## config.mk

```make
export PLATFORM = sky130hd
export DESIGN_NAME = slcan_line_to_can_frame_flat
export DESIGN_NICKNAME = d
export VERILOG_FILES = /design/src/hw/rtl/slc_pkg.sv /design/src/hw/rtl/slc_char_if.sv /design/src/hw/rtl/slc_frame_if.sv /design/src/hw/rtl/slc_front.sv /design/src/hw/rtl/slc_queue.sv /design/src/hw/rtl/slc_back.sv /design/src/hw/rtl/slcan_line_to_can_frame.sv /design/src/flat_wrapper.sv
export VERILOG_INCLUDE_DIRS = /design/src /design/src/hw/rtl
export SDC_FILE = /design/constraint.sdc
export NUM_CORES = 1
export LEC_CHECK = 0
export BUFFER_PORTS_ARGS = -buffer_cell sky130_fd_sc_hd__buf_2
export CELL_PAD_IN_SITES_DETAIL_PLACEMENT = 1
export CELL_PAD_IN_SITES_GLOBAL_PLACEMENT = 1
export CORE_MARGIN = 1.5
export CORE_UTILIZATION = 43
export CTS_BUF_LIST = sky130_fd_sc_hd__clkbuf_16
export DETAILED_ROUTE_END_ITERATION = 10
export PLACE_DENSITY = 0.85
export SLEW_MARGIN = 0
export SYNTH_ARGS = -nofsm -noshare
export SYNTH_HDL_FRONTEND = slang
export SYNTH_SLANG_ARGS = --single-unit
```

## constraint.sdc

```tcl
create_clock -name clk_i -period 5.4 [get_ports clk_i]
set_clock_uncertainty 0.2 [all_clocks]
set_input_delay 0.27 -clock clk_i [delete_from_list [all_inputs] [get_ports clk_i]]
set_output_delay 0.27 -clock clk_i [all_outputs]
set_load 0.01 [all_outputs]
```

## src/hw/rtl/slcan_line_to_can_frame_defines.svh

```systemverilog
// Assertion helpers for the RTL; slc_back includes this file.
// Each macro expects clk_i and rst_ni to be visible where it is used.
`ifndef SLCAN_LINE_TO_CAN_FRAME_DEFINES_SVH
`define SLCAN_LINE_TO_CAN_FRAME_DEFINES_SVH

// The condition must hold at every clock edge outside reset.
`define SLC_ASSERT_ALWAYS(lbl, cond) \
  lbl: assert property (@(posedge clk_i) disable iff (!rst_ni) (cond)) \
    else $error("slcan assertion failed");

// When the antecedent holds, the consequent must hold in the same cycle.
`define SLC_ASSERT_IMPL(lbl, ante, cons) \
  lbl: assert property (@(posedge clk_i) disable iff (!rst_ni) (ante) |-> (cons)) \
    else $error("slcan assertion failed");

`endif

```

## src/hw/rtl/slc_pkg.sv

```systemverilog
package slc_pkg;

  // Default line-length parameter: a line may hold up to MaxLine - 2 characters before its terminator.
  localparam int MaxLineDefault = 255;

  // Position of the DLC digit in the short and the extended form.
  localparam int DlcPosStd = 4;
  localparam int DlcPosExt = 9;

  // Data nibble slots: eight bytes of two hex digits.
  localparam int DataNibbles = 16;

  // Depth of the queue between the front and the back part.
  localparam int QueueDepth = 2;
  localparam int QueuePtrW  = 1;
  localparam int QueueCntW  = 2;

  localparam logic [7:0] CharCr = 8'h0D;
  localparam logic [7:0] CharLf = 8'h0A;

  localparam logic [2:0] StOk      = 3'd0;
  localparam logic [2:0] StBadCmd  = 3'd1;
  localparam logic [2:0] StBadDlc  = 3'd2;
  localparam logic [2:0] StBadData = 3'd3;
  localparam logic [2:0] StTooLong = 3'd4;

  // One classified character as it travels from the front to the back.
  typedef struct packed {
    logic       is_term;
    logic       hex_ok;
    logic [3:0] hex_val;
    logic       cmd_std;
    logic       cmd_ext;
    logic       dlc_ok;
    logic [3:0] dlc_val;
  } char_class_t;

endpackage

```

## src/hw/rtl/slc_char_if.sv

```systemverilog
interface slc_char_if;
  logic       valid;
  logic       ready;
  logic [7:0] line_char;

  modport source (output valid, output line_char, input ready);
  modport sink (input valid, input line_char, output ready);
endinterface

```

## src/hw/rtl/slc_frame_if.sv

```systemverilog
interface slc_frame_if;
  logic        valid;
  logic        ready;
  logic [2:0]  frame_status;
  logic [31:0] frame_id;
  logic [3:0]  frame_dlc;
  logic [63:0] frame_data;

  modport source (output valid, output frame_status, output frame_id, output frame_dlc,
                  output frame_data, input ready);
  modport sink (input valid, input frame_status, input frame_id, input frame_dlc,
                input frame_data, output ready);
endinterface

```

## src/hw/rtl/slc_front.sv

```systemverilog
module slc_front (
  slc_char_if.sink           char_i,
  output logic               push_valid_o,
  input  logic               push_ready_i,
  output slc_pkg::char_class_t push_entry_o
);

  slc_pkg::char_class_t cls;

  // Decode one character into the flags the line parser works on.
  always_comb begin
    cls = '0;
    cls.is_term = (char_i.line_char == slc_pkg::CharCr) ||
                  (char_i.line_char == slc_pkg::CharLf);
    if (char_i.line_char inside {[8'h30:8'h39]}) begin
      cls.hex_ok  = 1'b1;
      cls.hex_val = char_i.line_char[3:0];
    end else if ((char_i.line_char inside {[8'h41:8'h46]}) ||
                 (char_i.line_char inside {[8'h61:8'h66]})) begin
      cls.hex_ok  = 1'b1;
      cls.hex_val = char_i.line_char[3:0] + 4'd9;
    end
    cls.cmd_std = char_i.line_char inside {8'h74, 8'h72};
    cls.cmd_ext = char_i.line_char inside {8'h54, 8'h52};
    if (char_i.line_char inside {[8'h30:8'h38]}) begin
      cls.dlc_ok  = 1'b1;
      cls.dlc_val = char_i.line_char[3:0];
    end
  end

  assign push_valid_o = char_i.valid;
  assign push_entry_o = cls;
  assign char_i.ready = push_ready_i;

endmodule

```

## src/hw/rtl/slc_queue.sv

```systemverilog
module slc_queue (
  input  logic                 clk_i,
  input  logic                 rst_ni,
  input  logic                 push_valid_i,
  output logic                 push_ready_o,
  input  slc_pkg::char_class_t push_entry_i,
  output logic                 pop_valid_o,
  input  logic                 pop_ready_i,
  output slc_pkg::char_class_t pop_entry_o
);

  slc_pkg::char_class_t mem_q [slc_pkg::QueueDepth];

  logic [slc_pkg::QueuePtrW-1:0] wr_ptr_q, wr_ptr_d;
  logic [slc_pkg::QueuePtrW-1:0] rd_ptr_q, rd_ptr_d;
  logic [slc_pkg::QueueCntW-1:0] cnt_q, cnt_d;
  logic                          do_push, do_pop;

  assign push_ready_o = (cnt_q != slc_pkg::QueueCntW'(slc_pkg::QueueDepth));
  assign pop_valid_o  = (cnt_q != '0);
  assign pop_entry_o  = mem_q[rd_ptr_q];
  assign do_push      = push_valid_i && push_ready_o;
  assign do_pop       = pop_valid_o && pop_ready_i;

  always_comb begin
    wr_ptr_d = wr_ptr_q;
    rd_ptr_d = rd_ptr_q;
    cnt_d    = cnt_q;
    if (do_push) begin
      wr_ptr_d = wr_ptr_q + 1'b1;
    end
    if (do_pop) begin
      rd_ptr_d = rd_ptr_q + 1'b1;
    end
    case ({do_push, do_pop})
      2'b10:   cnt_d = cnt_q + 1'b1;
      2'b01:   cnt_d = cnt_q - 1'b1;
      default: cnt_d = cnt_q;
    endcase
  end

  always_ff @(posedge clk_i or negedge rst_ni) begin
    if (!rst_ni) begin
      wr_ptr_q <= '0;
      rd_ptr_q <= '0;
      cnt_q    <= '0;
    end else begin
      wr_ptr_q <= wr_ptr_d;
      rd_ptr_q <= rd_ptr_d;
      cnt_q    <= cnt_d;
    end
  end

  always_ff @(posedge clk_i) begin
    if (do_push) begin
      mem_q[wr_ptr_q] <= push_entry_i;
    end
  end

endmodule

```

## src/hw/rtl/slc_back.sv

```systemverilog
`include "slcan_line_to_can_frame_defines.svh"

module slc_back #(
  parameter int MaxLine = slc_pkg::MaxLineDefault
) (
  input  logic                 clk_i,
  input  logic                 rst_ni,
  input  logic                 pop_valid_i,
  output logic                 pop_ready_o,
  input  slc_pkg::char_class_t pop_entry_i,
  slc_frame_if.source          frame_o
);

  localparam int PosW = $clog2(MaxLine);
  localparam logic [PosW-1:0] LastPos = PosW'(MaxLine - 2);
  localparam logic [PosW-1:0] DlcStd  = PosW'(slc_pkg::DlcPosStd);
  localparam logic [PosW-1:0] DlcExt  = PosW'(slc_pkg::DlcPosExt);
  localparam logic [PosW-1:0] NibLim  = PosW'(slc_pkg::DataNibbles);

  logic [PosW-1:0] pos_q, pos_d;
  logic            ext_q, ext_d;
  logic [31:0]     id_q, id_d;
  logic            ended_q, ended_d;
  logic [3:0]      len_q, len_d;
  logic [63:0]     data_q, data_d;
  logic [2:0]      err_q, err_d;
  logic            discard_q, discard_d;

  logic            out_valid_q, out_valid_d;
  logic [2:0]      out_status_q, out_status_d;
  logic [31:0]     out_id_q, out_id_d;
  logic [3:0]      out_dlc_q, out_dlc_d;
  logic [63:0]     out_data_q, out_data_d;

  logic            pop;
  logic [PosW-1:0] dlc_pos;
  logic [PosW-1:0] k;
  logic [PosW-1:0] need;
  logic [3:0]      nib;
  logic [2:0]      status;
  logic            payload_zero;

  assign pop_ready_o = !pop_entry_i.is_term || !out_valid_q || frame_o.ready;
  assign pop         = pop_valid_i && pop_ready_o;
  assign dlc_pos     = ext_q ? DlcExt : DlcStd;
  assign k           = pos_q - dlc_pos - 1'b1;
  assign need        = PosW'({len_q, 1'b0});
  assign nib         = {k[3:1], ~k[0]};

  always_comb begin
    if (discard_q) begin
      status = slc_pkg::StTooLong;
    end else if (err_q != slc_pkg::StOk) begin
      status = err_q;
    end else if (pos_q == '0) begin
      status = slc_pkg::StBadCmd;
    end else if (pos_q <= dlc_pos) begin
      status = slc_pkg::StBadDlc;
    end else if (k < need) begin
      status = slc_pkg::StBadData;
    end else begin
      status = slc_pkg::StOk;
    end
  end

  always_comb begin
    pos_d        = pos_q;
    ext_d        = ext_q;
    id_d         = id_q;
    ended_d      = ended_q;
    len_d        = len_q;
    data_d       = data_q;
    err_d        = err_q;
    discard_d    = discard_q;
    out_valid_d  = out_valid_q && !frame_o.ready;
    out_status_d = out_status_q;
    out_id_d     = out_id_q;
    out_dlc_d    = out_dlc_q;
    out_data_d   = out_data_q;

    if (pop) begin
      if (pop_entry_i.is_term) begin
        out_valid_d  = 1'b1;
        out_status_d = status;
        out_id_d     = (status == slc_pkg::StOk) ? id_q : '0;
        out_dlc_d    = (status == slc_pkg::StOk) ? len_q : '0;
        out_data_d   = (status == slc_pkg::StOk) ? data_q : '0;
        pos_d        = '0;
        ext_d        = 1'b0;
        id_d         = '0;
        ended_d      = 1'b0;
        len_d        = '0;
        data_d       = '0;
        err_d        = slc_pkg::StOk;
        discard_d    = 1'b0;
      end else if (!discard_q) begin
        if (pos_q >= LastPos) begin
          discard_d = 1'b1;
        end else begin
          pos_d = pos_q + 1'b1;
          if (pos_q == '0) begin
            if (pop_entry_i.cmd_std) begin
              ext_d = 1'b0;
            end else if (pop_entry_i.cmd_ext) begin
              ext_d = 1'b1;
            end else begin
              err_d = slc_pkg::StBadCmd;
            end
          end else if (err_q == slc_pkg::StOk) begin
            if (pos_q < dlc_pos) begin
              if (!ended_q) begin
                if (pop_entry_i.hex_ok) begin
                  id_d = {id_q[27:0], pop_entry_i.hex_val};
                end else begin
                  ended_d = 1'b1;
                end
              end
            end else if (pos_q == dlc_pos) begin
              if (pop_entry_i.dlc_ok) begin
                len_d = pop_entry_i.dlc_val;
              end else begin
                err_d = slc_pkg::StBadDlc;
              end
            end else if ((k < need) && (k < NibLim)) begin
              if (pop_entry_i.hex_ok) begin
                data_d[nib*4 +: 4] = pop_entry_i.hex_val;
              end else begin
                err_d = slc_pkg::StBadData;
              end
            end
          end
        end
      end
    end
  end

  always_ff @(posedge clk_i or negedge rst_ni) begin
    if (!rst_ni) begin
      pos_q       <= '0;
      ext_q       <= 1'b0;
      id_q        <= '0;
      ended_q     <= 1'b0;
      len_q       <= '0;
      data_q      <= '0;
      err_q       <= slc_pkg::StOk;
      discard_q   <= 1'b0;
      out_valid_q <= 1'b0;
    end else begin
      pos_q       <= pos_d;
      ext_q       <= ext_d;
      id_q        <= id_d;
      ended_q     <= ended_d;
      len_q       <= len_d;
      data_q      <= data_d;
      err_q       <= err_d;
      discard_q   <= discard_d;
      out_valid_q <= out_valid_d;
    end
  end

  always_ff @(posedge clk_i) begin
    out_status_q <= out_status_d;
    out_id_q     <= out_id_d;
    out_dlc_q    <= out_dlc_d;
    out_data_q   <= out_data_d;
  end

  assign frame_o.valid        = out_valid_q;
  assign frame_o.frame_status = out_status_q;
  assign frame_o.frame_id     = out_id_q;
  assign frame_o.frame_dlc    = out_dlc_q;
  assign frame_o.frame_data   = out_data_q;

  assign payload_zero = (out_id_q == '0) && (out_dlc_q == '0) && (out_data_q == '0);

  // A failed line carries no frame content.
  `SLC_ASSERT_IMPL(a_err_zero_payload, out_valid_q && (out_status_q != slc_pkg::StOk), payload_zero)
  // While discarding, the position counter sits at its last value.
  `SLC_ASSERT_IMPL(a_discard_pos, discard_q, pos_q == LastPos)
  // A held result is never overwritten by the next terminator.
  `SLC_ASSERT_IMPL(a_no_overwrite, out_valid_q && !frame_o.ready, !(pop && pop_entry_i.is_term))

endmodule

```

## src/hw/rtl/slcan_line_to_can_frame.sv

```systemverilog
// Serial-line CAN text parser: one ASCII character enters per transaction and
// every CR or LF produces one frame transaction with a status, the identifier,
// the DLC and up to eight data bytes (byte i in bits 8i+7..8i, unused bytes and
// the identifier, DLC and data of a failed line zero). The block sustains one
// character per clock cycle while the queue is not full; a character is decoded
// in the cycle it is accepted, queued, and folded into the line state by the
// back part. A terminator is written into a queue entry and then popped by the
// back part, which loads the finished frame into its output register. A result
// that is not yet taken holds back only the next terminator; the characters
// before it keep flowing, while the ones behind it wait once both queue entries
// are full.
module slcan_line_to_can_frame #(
  parameter int MaxLine = slc_pkg::MaxLineDefault
) (
  input  logic        clk_i,
  input  logic        rst_ni,
  slc_char_if.sink    in_i,
  slc_frame_if.source out_o
);

  // Classified characters travel from the decoder through the queue.
  logic                 push_valid;
  logic                 push_ready;
  slc_pkg::char_class_t push_entry;
  logic                 pop_valid;
  logic                 pop_ready;
  slc_pkg::char_class_t pop_entry;

  // The front decodes each character into hex, command, DLC and terminator flags.
  slc_front u_front (
    .char_i       (in_i),
    .push_valid_o (push_valid),
    .push_ready_i (push_ready),
    .push_entry_o (push_entry)
  );

  // The queue decouples input acceptance from the frame output stall.
  slc_queue u_queue (
    .clk_i        (clk_i),
    .rst_ni       (rst_ni),
    .push_valid_i (push_valid),
    .push_ready_o (push_ready),
    .push_entry_i (push_entry),
    .pop_valid_o  (pop_valid),
    .pop_ready_i  (pop_ready),
    .pop_entry_o  (pop_entry)
  );

  // The back part tracks the line position, accumulates the fields and holds
  // the finished frame in its output register.
  slc_back #(
    .MaxLine (MaxLine)
  ) u_back (
    .clk_i       (clk_i),
    .rst_ni      (rst_ni),
    .pop_valid_i (pop_valid),
    .pop_ready_o (pop_ready),
    .pop_entry_i (pop_entry),
    .frame_o     (out_o)
  );

endmodule
```

## src/flat_wrapper.sv

```systemverilog
// flat-port wrapper written by rule: the top's interface ports become plain ports
module slcan_line_to_can_frame_flat 
#(
  parameter int MaxLine = slc_pkg::MaxLineDefault
)
  (clk_i, rst_ni, in_i_valid, in_i_line_char, in_i_ready, out_o_valid, out_o_frame_status, out_o_frame_id, out_o_frame_dlc, out_o_frame_data, out_o_ready);
  slc_char_if in_i_i ();
  slc_frame_if out_o_i ();
  input  logic clk_i;
  input  logic rst_ni;
  input wire logic [$bits(in_i_i.valid)-1:0] in_i_valid;
  input wire logic [$bits(in_i_i.line_char)-1:0] in_i_line_char;
  output wire logic [$bits(in_i_i.ready)-1:0] in_i_ready;
  output wire logic [$bits(out_o_i.valid)-1:0] out_o_valid;
  output wire logic [$bits(out_o_i.frame_status)-1:0] out_o_frame_status;
  output wire logic [$bits(out_o_i.frame_id)-1:0] out_o_frame_id;
  output wire logic [$bits(out_o_i.frame_dlc)-1:0] out_o_frame_dlc;
  output wire logic [$bits(out_o_i.frame_data)-1:0] out_o_frame_data;
  input wire logic [$bits(out_o_i.ready)-1:0] out_o_ready;
  assign in_i_i.valid = in_i_valid;
  assign in_i_i.line_char = in_i_line_char;
  assign in_i_ready = in_i_i.ready;
  assign out_o_valid = out_o_i.valid;
  assign out_o_frame_status = out_o_i.frame_status;
  assign out_o_frame_id = out_o_i.frame_id;
  assign out_o_frame_dlc = out_o_i.frame_dlc;
  assign out_o_frame_data = out_o_i.frame_data;
  assign out_o_i.ready = out_o_ready;
  slcan_line_to_can_frame #(.MaxLine(MaxLine)) u_core (.clk_i(clk_i), .rst_ni(rst_ni), .in_i(in_i_i), .out_o(out_o_i));
endmodule
```

==> results of run 1 <==
-- layer usage --
layer | track usage, % | up-vias
met2 | 36.5 | 236
li1 | - | 3512
met3 | 2.78 | 43
met1 | 27.0 | 3856
met5 | 0 | -
met4 | 5.71 | 0
-- sequential cells by signal (all words and copies together), names as in the netlist, 2 cells and up --
register	cells
u_core.u_back.err_q	2
u_core.u_back.frame_o.frame_dlc	4
u_core.u_back.frame_o.frame_id	32
u_core.u_back.pos_q	8
u_core.u_back.frame_o.frame_data	64
u_core.u_queue.cnt_q	2
u_core.u_back.len_q	4
u_core.u_back.data_q	64
u_core.u_back.id_q	32
u_core.u_back.frame_o.frame_status	3
u_core.u_queue.mem_q	26
-- how the worst max path moves through the flow --
| stage | startpoint | to | slack, ns | depth (start not counted) |
|---|---|---|---|---|
| global placement | u_core.u_back.ext_q$_DFFE_PN0P_ | u_core.u_back.frame_o.frame_data[42]$_SDFFCE_PP0P_ | 1.37 | 16 |
| detailed placement | u_core.u_back.ext_q$_DFFE_PN0P_ | u_core.u_back.frame_o.frame_data[15]$_SDFFCE_PP0P_ | 1.12 | 16 |
| CTS | u_core.u_back.ext_q$_DFFE_PN0P_ | u_core.u_back.frame_o.frame_data[51]$_SDFFCE_PP0P_ | 1.05 | 16 |
| floorplan | u_core.u_queue.rd_ptr_q$_DFFE_PN0P_ | u_core.u_back.data_q[60]$_DFFE_PN0P_ | 0.18 | 9 |
| global route | u_core.u_back.ext_q$_DFFE_PN0P_ | u_core.u_back.frame_o.frame_data[15]$_SDFFCE_PP0P_ | 0.66 | 16 |
| finish | u_core.u_back.ext_q$_DFFE_PN0P_ | u_core.u_back.frame_o.frame_data[15]$_SDFFCE_PP0P_ | 1.02 | 16 |
-- through the flow --
stage | std cells | utilization, % | instance area (sq um)
floorplan | 909 | - | 10800
global placement | 1310 | 47.7 | 11700
detailed placement | 1310 | 47.7 | 11700
CTS | 1368 | 51.6 | 12700
global route | 1368 | 51.6 | 12700
finish | 1368 | 51.6 | 12700
-- area by class of cell --
| class | instances | area [sq um] |
|---|---|---|
| tap | 324 | 405 |
| sequential | 247 | 6830 |
| clock inverter | 21 | 191 |
| clock buffer | 27 | 676 |
| timing repair buffer | 135 | 751 |
| inverter | 27 | 104 |
| multi-input combinational | 587 | 3710 |
| fill | 2604 | 11900 |
-- report_power, final --
part	leakage, nW	internal, mW	switching [mW]	total, mW
Clock	0.443	1.05	0.734	1.79
Sequential	2.87	2.66	0.307	2.97
Combinational	1.98	0.895	2.09	2.99
Total	5.29	4.61	3.14	7.75
-- cell usage after synthesis, drive strengths merged, types with 6 or more instances --
| cell type | instances |
|---|---|
| nand2 | 113 |
| ha | 19 |
| edfxtp | 129 |
| inv | 27 |
| nor3 | 17 |
| o21ai | 54 |
| nand2b | 6 |
| and3 | 17 |
| or3 | 7 |
| o2bb2ai | 8 |
| a31oi | 7 |
| nand3 | 14 |
| xor2 | 7 |
| nor4 | 16 |
| a21oi | 12 |
| a32o | 25 |
| clkbuf | 31 |
| a221o | 12 |
| nor2 | 50 |
| dfrtp | 118 |
| and2 | 104 |
| buf | 17 |
| mux2i | 13 |
| mux2 | 11 |
| a22o | 8 |
| o22ai | 9 |
-- cell families (layout without fill, tap and decap cells) --
family | count (synthesis) | count (layout) | synth area share (%)
flip-flops | 247 | 247 | 63.1
adder cells (fa/ha/maj) | 19 | 19 | 2.20
AO/OA/AOI/OAI | 164 | 164 | 11.0
buffers and inverters | 75 | 210 | 2.79
AND/OR/NAND/NOR | 369 | 369 | 17.6
multiplexers | 24 | 24 | 2.46
XOR/XNOR | 11 | 11 | 0.890
==> metrics.csv, run 1 <==
metric,value,unit
routed wl met3,1.35,mm
GRT overflow,0,
endpoints failing setup,0,
final-report hold violation count,0,
hold depth,2,
Initial Util,44.1,%
max_slew headroom,24.1,%
CTS HTree Levels,1,
worst reg2reg path depth,16,
Routed Antenna Nets,0,
RR Endpoint,u_core.u_back.frame_o.frame_data[15]$_SDFFCE_PP0P_,
static leakage,5.29,nW
"Top FF cell, synth",edfxtp_1,
final HPWL from detailed placement,18.2,mm
total track usage,20.7,%
Cell variety after synth,61,
Worst-Skew Late Latency,0.53,ns
Power Total,7.75,mW
Num Clock Sinks,247,
fraction of registers with async set/reset,47.8,%
peak supply drop,0.423,mV
Tcrit/Tclk final,81.2,%
Nets,1055,
setup tns final,0,ns
worst setup slack after layout,1.02,ns
"commonest non-fill, non-tap cells in the layout","129 x edfxtp_1, 118 x dfrtp_1, 115 x buf_2",
path type of the worst setup path,reg -> reg,
Avg Synthesized Cell Area,11.9,sq um
Area Overhead vs Synth,17.0,%
DP Worst Slack,1.12,ns
pin count of the biggest net entering global routing,67,
vias per inst,5.59,
die footprint,26100,sq um
Hold Slack,0.0178,ns
port bufs,116,
Inserted Clock Buffers,26,
post-synthesis sequential area ratio,63.1,%
io pins,117,
P per Cell Area,612,nW/um^2
CP Cell Sequence,"inv_1, ha_1, inv_1, ha_1, nor2b_1, o21ai_0, nand2b_1, xnor2_1, ha_1, o21ai_0, o21a_1, o31ai_2, nand2_1, nor3_4, buf_4, and2_1",
Worst Tran Pin Value,1.13,ns
Placer Congestion,0.876,
CP Data Arrival Time,4.57,ns
Resize count post-CTS,0,
clk buf depth,3,
Post-route DRC,0,
WL per Instance,19.7,um
first-pass GRT wire length,42.9,mm
Post-CTS Hold Buffers,10,
Required @ worst endpoint,5.59,ns
hold_sp,in_i_line_char[2],
Max Freq,228,MHz
Iter 0 DRT Violations,438,
post-CTS setup buffer count,0,
CP Capture Type,flip-flop,
r2r startpoint,u_core.u_back.ext_q$_DFFE_PN0P_,
Synth Net Count,940,
Metal-1 WL,11.4,mm
Core Rows,57,
Slowest cell on crit path,xnor2_1,
Worst path max stage delay,0.57,ns
post-synth top area share,35.8,%
Mapped Area,10800,sq um
"Reg clk slew, reported paths",0.06,ns
die span in y,162,um
CTS tree,yes,
Yosys reg bits,247,
Top delay family on crit path,simple AND/OR/NAND/NOR gates,
reg2reg setup slack,1.02,ns
Die W,162,um
"commonest non-fill, non-tap cell in the layout",edfxtp_1,
Startpoint Class,flip-flop,
critical path's most frequent cell,ha_1,
WP buf/inv,3,
Crit Path Max Fanout,66,
Final Max Tran Viols,0,
clk root buf,clkbuf_16,
fin crit period,4.38,ns
leading area contributor after synthesis,edfxtp_1,
core area,24500,sq um
Detailed Routing Iterations Pass 1,5,
Synth Warn #,0,
RSZ-0062 raised after global routing,no,
vias,7647,
initial antenna violation count,0,
met2 WL,13.7,mm
Cells after Synth,909,
Hold Path End,u_core.u_queue.mem_q[1][2]$_DFFE_PP_,
max_cap viols,0,
Post-synth EDFFs,129,
layout cells sized above 1,18.1,%
Hold WC Path Type,in -> reg,
Top Metal Used,met4,
Routed WL,27.0,mm
status,finished clean,
vias in the first global route,7847,
n_diodes,0,
top post-synthesis cells by area,"edfxtp_1 36%, dfrtp_1 27%, and2_1 5.8%",
Power figures use the tool's default switching activity.
==> inputs of run 2 (changes only) <==
clock period = 3.67 ns   (was 5.4 ns; I/O delays follow)
==> run 2 against run 1 <==
Compared with the run above: utilization grew 1.8 points; count of clock-buffer cells in the layout grew 1; hold slack improved by 0.053 ns; sequential cell count is the same; critical endpoint is now u_core.u_back.data_q[4]$_DFFE_PN0P_; die area unchanged; combinational power up 66%; routed wire length is 4.0% higher; worst setup slack worse by 0.86 ns; highest routed layer unchanged.
==> metrics.csv, run 2 (synthesis results as in run 1) <==
metric,value,unit
first-pass GRT wire length,44.2,mm
CTS tree,yes,
Routed Antenna Nets,0,
WL per Instance,19.8,um
DP Worst Slack,-0.0953,ns
max_cap viols,0,
Placer Congestion,0.872,
static leakage,5.53,nW
port bufs,116,
WP buf/inv,3,
register area,6830,sq um
vias,7826,
Final Max Tran Viols,0,
Detailed Routing Iterations Pass 1,5,
vias in the first global route,8208,
Core Rows,57,
status,finished clean,
Max Freq,285,MHz
"commonest non-fill, non-tap cell in the layout",edfxtp_1,
Initial Util,44.1,%
"Reg clk slew, reported paths",0.06,ns
endpoints failing setup,0,
Num Clock Sinks,247,
path type of the worst setup path,reg -> reg,
Power Total,11.7,mW
worst setup slack after layout,0.158,ns
initial antenna violation count,0,
pin count of the biggest net entering global routing,65,
setup tns final,0,ns
CP Depth,12,
clk root buf,clkbuf_16,
max_slew headroom,24.1,%
Required @ worst endpoint,3.90,ns
"commonest non-fill, non-tap cells in the layout","129 x edfxtp_1, 118 x dfrtp_1, 115 x buf_2",
Worst-Skew Late Latency,0.54,ns
die span in y,162,um
core area,24500,sq um
Slowest cell on crit path,or2_2,
Worst path max stage delay,0.46,ns
final HPWL from detailed placement,19.3,mm
Hold Slack,0.0706,ns
CP Data Arrival Time,3.74,ns
Die W,162,um
clk buf depth,3,
CP Cell Sequence,"inv_1, ha_1, and2_1, a211oi_2, buf_4, inv_1, ha_1, o2111ai_1, or2_2, nor2_1, nor3_2, o22ai_1",
CTS HTree Levels,1,
Hold WC Path Type,in -> async,
final-report hold violation count,0,
Crit Path Max Fanout,8,
Nets,1100,
Routed WL,28.0,mm
worst reg2reg path depth,12,
Worst Tran Pin Value,1.13,ns
total track usage,21.4,%
Area after DPL,12000,sq um
Tcrit/Tclk final,95.7,%
Area Overhead vs Synth,21.1,%
io pins,117,
Startpoint Class,flip-flop,
design area,13100,sq um
multi-input logic area,3790,sq um
Iter 0 DRT Violations,654,
n_diodes,0,
layout cells sized above 1,21.9,%
vias per inst,5.54,
GRT overflow,0,
CP Capture Type,flip-flop,
Top delay family on crit path,simple AND/OR/NAND/NOR gates,
number of fill cells,2656,
Post-route DRC,0,
fin crit period,3.51,ns
P per Cell Area,894,nW/um^2
Inserted Clock Buffers,26,
die footprint,26100,sq um
peak supply drop,0.401,mV
-- run 2: final timing paths --
path | startpoint | endpoint | slack, ns
worst max-delay path | u_core.u_back.ext_q$_DFFE_PN0P_ | u_core.u_back.data_q[4]$_DFFE_PN0P_ | 0.16
worst min-delay path | rst_ni | u_core.u_back.pos_q[7]$_DFFE_PN0P_ | 0.07
worst max register to register | u_core.u_back.ext_q$_DFFE_PN0P_ | u_core.u_back.data_q[4]$_DFFE_PN0P_ | 0.16
worst min register to register | u_core.u_back.id_q[28]$_DFFE_PN0P_ | u_core.u_back.id_q[28]$_DFFE_PN0P_ | 0.29
max in group asynchronous | rst_ni | u_core.u_back.id_q[25]$_DFFE_PN0P_ | 2.39
min in group clk_i | in_i_line_char[6] | u_core.u_queue.mem_q[0][11]$_DFFE_PP_ | 0.16
-- run 2: routing by layer --
| layer | vias to the layer above | part of all wire (%) | routed length, um | global-route usage (%) |
|---|---|---|---|---|
| met5 | - | 0 | 0 | 0 |
| met1 | 3970 | 41 | 11600 | 26.9 |
| met3 | 51 | 4.5 | 1260 | 2.60 |
| met2 | 193 | 52 | 14500 | 38.5 |
| met4 | 0 | 2.5 | 693 | 6.71 |
| li1 | 3612 | - | - | - |
-- run 2: cell type report --
type                    count  share of cell area, %
flip-flops and latches    247                   52.1
inverters                  27                  0.792
repair buffers            180                   8.88
clock buffers              28                   5.34
well taps                 324                   3.09
multi-input cells         587                   28.9
clock inverters            20                  0.916
-- run 2: timing repair --
action	4_1_cts	5_1_grt
hold buffers	14	0
resized for setup	2	13
pin swaps	1	2
endpoints found under the setup margin	76	136
setup buffers	3	1
gates cloned	0	0
endpoints found under the hold margin	85	0
-- run 2: per-stage QoR --
step / utilization [%] / cells
finish: 53.4 / 1413
CTS: 53.1 / 1412
global placement: 49.1 / 1347
global route: 53.4 / 1413
detailed placement: 49.1 / 1347
floorplan: - / 909
-- run 2: where the power goes --
part | internal, mW | switching (mW) | total, mW
Sequential | 3.92 | 0.386 | 4.30
Combinational | 1.66 | 3.30 | 4.97
Clock | 1.38 | 1.07 | 2.45
Total | 6.96 | 4.76 | 11.7
